==> config.mk <==
export PLATFORM = sky130hd
export DESIGN_NAME = stt_eval
export DESIGN_NICKNAME = d
export VERILOG_FILES = /design/src/sv/stt_pkg.sv /design/src/sv/stt_eval.sv
export SDC_FILE = /design/constraint.sdc
export NUM_CORES = 1
export LEC_CHECK = 0
export BUFFER_PORTS_ARGS = -buffer_cell sky130_fd_sc_hd__clkbuf_2
export CELL_PAD_IN_SITES_DETAIL_PLACEMENT = 0
export CELL_PAD_IN_SITES_GLOBAL_PLACEMENT = 1
export CORE_MARGIN = 8
export CORE_UTILIZATION = 24
export DETAILED_ROUTE_END_ITERATION = 8
export GPL_TIMING_DRIVEN = 0
export PLACE_DENSITY = 0.95
export SKIP_LAST_GASP = 1
export SYNTH_ARGS = -nofsm -noshare
export SYNTH_HDL_FRONTEND = slang
export SYNTH_SLANG_ARGS = --single-unit
==> constraint.sdc <==
create_clock -name vclk -period 3
set_input_delay 0.3 -clock vclk [all_inputs]
set_output_delay 0.3 -clock vclk [all_outputs]
set_load 0.01 [all_outputs]
==> src/sv/stt_pkg.sv <==
// ----------------------------------------------------------------------------
// stt_pkg
// Types, codes and default sizes shared by the transposition table files.
// ----------------------------------------------------------------------------
package stt_pkg;

    // Default geometry; SLOTS is a power of two
    localparam int SLOTS_DEF  = 4096;
    localparam int TABLES_DEF = 2;

    localparam int KEY_W   = 64;
    localparam int DEPTH_W = 6;
    localparam int SCORE_W = 32;
    localparam int BOUND_W = 2;

    // Word kinds
    localparam logic KIND_LOOKUP = 1'b0;
    localparam logic KIND_STORE  = 1'b1;

    // Bound codes held in each slot
    localparam logic [BOUND_W-1:0] BOUND_EXACT = 2'd0;
    localparam logic [BOUND_W-1:0] BOUND_UPPER = 2'd1;
    localparam logic [BOUND_W-1:0] BOUND_LOWER = 2'd2;
    localparam logic [BOUND_W-1:0] BOUND_EMPTY = 2'd3;

    // One slot of the table
    typedef struct packed {
        logic [KEY_W-1:0]          key;
        logic [DEPTH_W-1:0]        depth;
        logic signed [SCORE_W-1:0] score;
        logic [BOUND_W-1:0]        bound;
    } t_entry;

    // Request word held while its slot is read
    typedef struct packed {
        logic                      kind;
        logic [KEY_W-1:0]          key;
        logic [DEPTH_W-1:0]        depth;
        logic signed [SCORE_W-1:0] alpha;
        logic signed [SCORE_W-1:0] beta;
        logic signed [SCORE_W-1:0] score;
        logic [BOUND_W-1:0]        bound;
    } t_req;

    // Outcome of checking a request against its slot
    typedef struct packed {
        logic                      hit;
        logic                      written;
        logic signed [SCORE_W-1:0] found_score;
    } t_verdict;

endpackage

==> src/sv/stt_eval.sv <==
// ----------------------------------------------------------------------------
// stt_eval
// Decides hit or replacement for one request against the slot read for it.
// ----------------------------------------------------------------------------
module stt_eval (
    input  stt_pkg::t_req     i_req,
    input  stt_pkg::t_entry   i_entry,
    output stt_pkg::t_verdict o_verdict
);
    import stt_pkg::*;

    logic w_occupied;
    logic w_usable;
    logic w_hit;
    logic w_replace;

    assign w_occupied = (i_entry.bound != BOUND_EMPTY);

    // Bound must be usable for the window: exact, upper at or below alpha,
    // lower at or above beta
    always_comb begin
        case (i_entry.bound)
            BOUND_EXACT: w_usable = 1'b1;
            BOUND_UPPER: w_usable = ($signed(i_entry.score) <= $signed(i_req.alpha));
            BOUND_LOWER: w_usable = ($signed(i_entry.score) >= $signed(i_req.beta));
            default:     w_usable = 1'b0;
        endcase
    end

    assign w_hit = (i_req.kind == KIND_LOOKUP) && w_occupied
                   && (i_entry.depth >= i_req.depth)
                   && (i_entry.key == i_req.key) && w_usable;

    // Depth-preferred: take an empty slot or a strictly shallower entry
    assign w_replace = (i_req.kind == KIND_STORE) && (i_req.bound != BOUND_EMPTY)
                       && (!w_occupied || (i_entry.depth < i_req.depth));

    assign o_verdict.hit         = w_hit;
    assign o_verdict.written     = w_replace;
    assign o_verdict.found_score = w_hit ? i_entry.score : '0;

endmodule

==> impl_metrics.json <==
{
  "fillCellCount": 1351,
  "fin_cells": 857,
  "netlist.area_leader.share_pct": 28.3,
  "initial_core_util_pct": 24.5,
  "placed_cells": 854,
  "core_um2": 12600,
  "row_count": 41,
  "die_h_um": 130,
  "grt_pass1_wl_mm": 19.2,
  "grt_use_total_pct": 14.1,
  "io_buffers": 275,
  "viasPerCell": 4.36,
  "ios": 307,
  "switching_share_pct": 46.2,
  "min_path_type": "in -> out",
  "grt_antenna_before_repair": 0,
  "synth_cell_type_count": 46,
  "synth-seq-area-share_pct": 0,
  "synthToLayoutAreaGrowth_pct": 60.5,
  "max-slew-margin-rel_pct": 55.8,
  "yosys_warnings": 0,
  "min_period_ns": 2.92,
  "fmax_ghz": 0.343,
  "p_per_area_nw_per_um2": 111,
  "p_leak_uw": 0.00278,
  "fin_ws_ns": 0.0838,
  "syn_nets": 750,
  "diodes": 0,
  "die_area_um2": 16800,
  "synth.area.top_cells": "ha_1, inv_1, a21boi_2, xnor2_1, xor2_1",
  "clock_power_share_pct": 0,
  "critical_path.startpoint_type": "primary input",
  "fin_crit_sh_pct": 97.2,
  "layout-drive-gt1-share_pct": 50.4,
  "slew_violations": 0,
  "vias": 3734,
  "p_int_uw": 295,
  "path_class": "in -> out",
  "synth_top_cell_by_area": "ha_1",
  "flops_and_latches": 0,
  "syn_avg_cell_area_um2": 7.60,
  "path_max_fanout": 10,
  "die_w_um": 130,
  "finalSetupViolations": 0,
  "postSynthCellCount": 407,
  "detailedPlace.worstSlack_ns": -0.131,
  "multi_input_area_um2": 2860,
  "worst_pin_slew_ns": 0.657,
  "worst_ep_required_time_ns": 2.70,
  "switchingPower_uw": 253,
  "first_global_vias": 3963,
  "clockBufferCount": 0,
  "seqCellArea_um2": 0,
  "gr-total-overflow": 0,
  "p_seq_share_pct": 0,
  "cp.arrival_ns": 2.62,
  "synth_area_um2": 3090,
  "wl_per_cell_um": 15.2,
  "maxCapViolCount": 0,
  "drtIter0Drc": 51,
  "outcome": "finished clean",
  "wirelength_mm": 13.0,
  "ir_worst_vdd_v": 0.0000562,
  "first_pass_iters": 4,
  "hold_viol_final": 0,
  "rsz0062_at_grt": "yes",
  "dpl.hpwl_mm": 12.0,
  "worstSetupEndpointType": "output port",
  "finalNetCount": 1030,
  "combPwrFrac_pct": 100.0,
  "drc": 0,
  "place.gp.congestion": 0.800,
  "grt_max_degree": 11,
  "drtAntennaViolNets": 0
}
[cells in the final DEF, fill, tap and decap left out, types with 7 or more instances in the layout]
cell type    n
ha_1        60
buf_6        7
xnor2_1     32
ha_4        10
a21boi_2    28
a21oi_1     24
inv_1       86
nand4_1     20
nand2_1     17
nand2b_1    11
xor2_1      15
nor4_1       7
clkbuf_2   270
[critical path: stages]
cell       delay [ns]
clkbuf_2         0.11
ha_1             0.31
a21oi_1          0.12
o21ai_1          0.11
o2bb2ai_1        0.15
or4_4            0.53
a211o_1          0.35
o211ai_4         0.19
buf_6            0.23
a21boi_2         0.07
clkbuf_2         0.13
[synthesized netlist by cell type (all sizes together)]
master    n
a22oi     2
nand2b   11
o31ai     2
nand4    21
o211ai    6
o2bb2ai   2
ha       70
or3       1
o221ai    3
xor2     15
o21a      2
a31oi     1
a2111oi   3
o21ai     7
a22o      1
o22ai     2
buf       8
nor3      4
o2111ai   5
xnor2    32
a21boi   33
inv      89
nor2b     4
or4       2
a21oi    30
and4      5
nand3     5
nor2      5
a211o     1
or3b      1
nand4bb   1
nor4      7
a21o      5
nand2    18
a221o     3
[cells by family after synthesis]
kind of cell               Yosys count  share of synthesized area (%)
AOI/OAI and AO/OA                  108                           28.7
buffers and inverters               97                           13.5
and+or+nand+nor                     85                           16.2
adders and majority gates           70                           28.3
xor gates and xnor gates            47                           13.3
[power groups by stage]
| stage | sequential (µW) | clock, µW | combinational, µW |
|---|---|---|---|
| finish | 0 | 0 | 549 |
| global route | 0 | 0 | 623 |
| CTS | 0 | 0 | 520 |
| detailed placement | 0 | 0 | 516 |
| global placement | 0 | 0 | 508 |
| floorplan | 0 | 0 | 268 |
[area by class of cell]
class / instances / area share (%)
Multi-Input combinational cell: 310 / 57.6
Timing Repair Buffer: 279 / 29.6
Buffer: 7 / 1.74
Tap cell: 172 / 4.34
Inverter: 89 / 6.73
[routing by layer]
layer	vias to the layer above	wire length [µm]	GRT usage [%]
met2	115	6490	26.4
met5	-	0	0
met4	0	0	0
met3	0	884	2.47
met1	1615	5630	17.3
li1	2004	-	-
[final timing paths]
kind	start	end	slack [ns]	cells past startpoint
max	i_entry[9]	o_verdict[10]	0.08	11
min	i_entry[17]	o_verdict[15]	0.96	3
[timing repair]
item | 4_1_cts | 5_1_grt
pin swaps | 0 | 12
gates resized for setup | 1 | 40
gates cloned | 0 | 2
hold buffers | 0 | 0
endpoints found under the setup margin | 33 | 31
buffers inserted | 0 | 2
[stage by stage]
step | cell area [µm²] | utilization [%] | setup TNS (ns) | total power (µW) | hold WS [ns]
2_1_floorplan | 3090 | - | 0 | 268 | 0.729
3_3_place_gp | 4680 | 37.1 | -3.88 | 508 | 0.963
3_5_place_dp | 4680 | 37.1 | -2.86 | 516 | 0.972
4_1_cts | 4690 | 37.2 | 0 | 520 | 0.974
5_1_grt | 4960 | 39.3 | -0.302 | 623 | 0.987
6_report | 4960 | 39.3 | 0 | 549 | 0.960
Note: power is estimated with default switching activity, not from simulation.
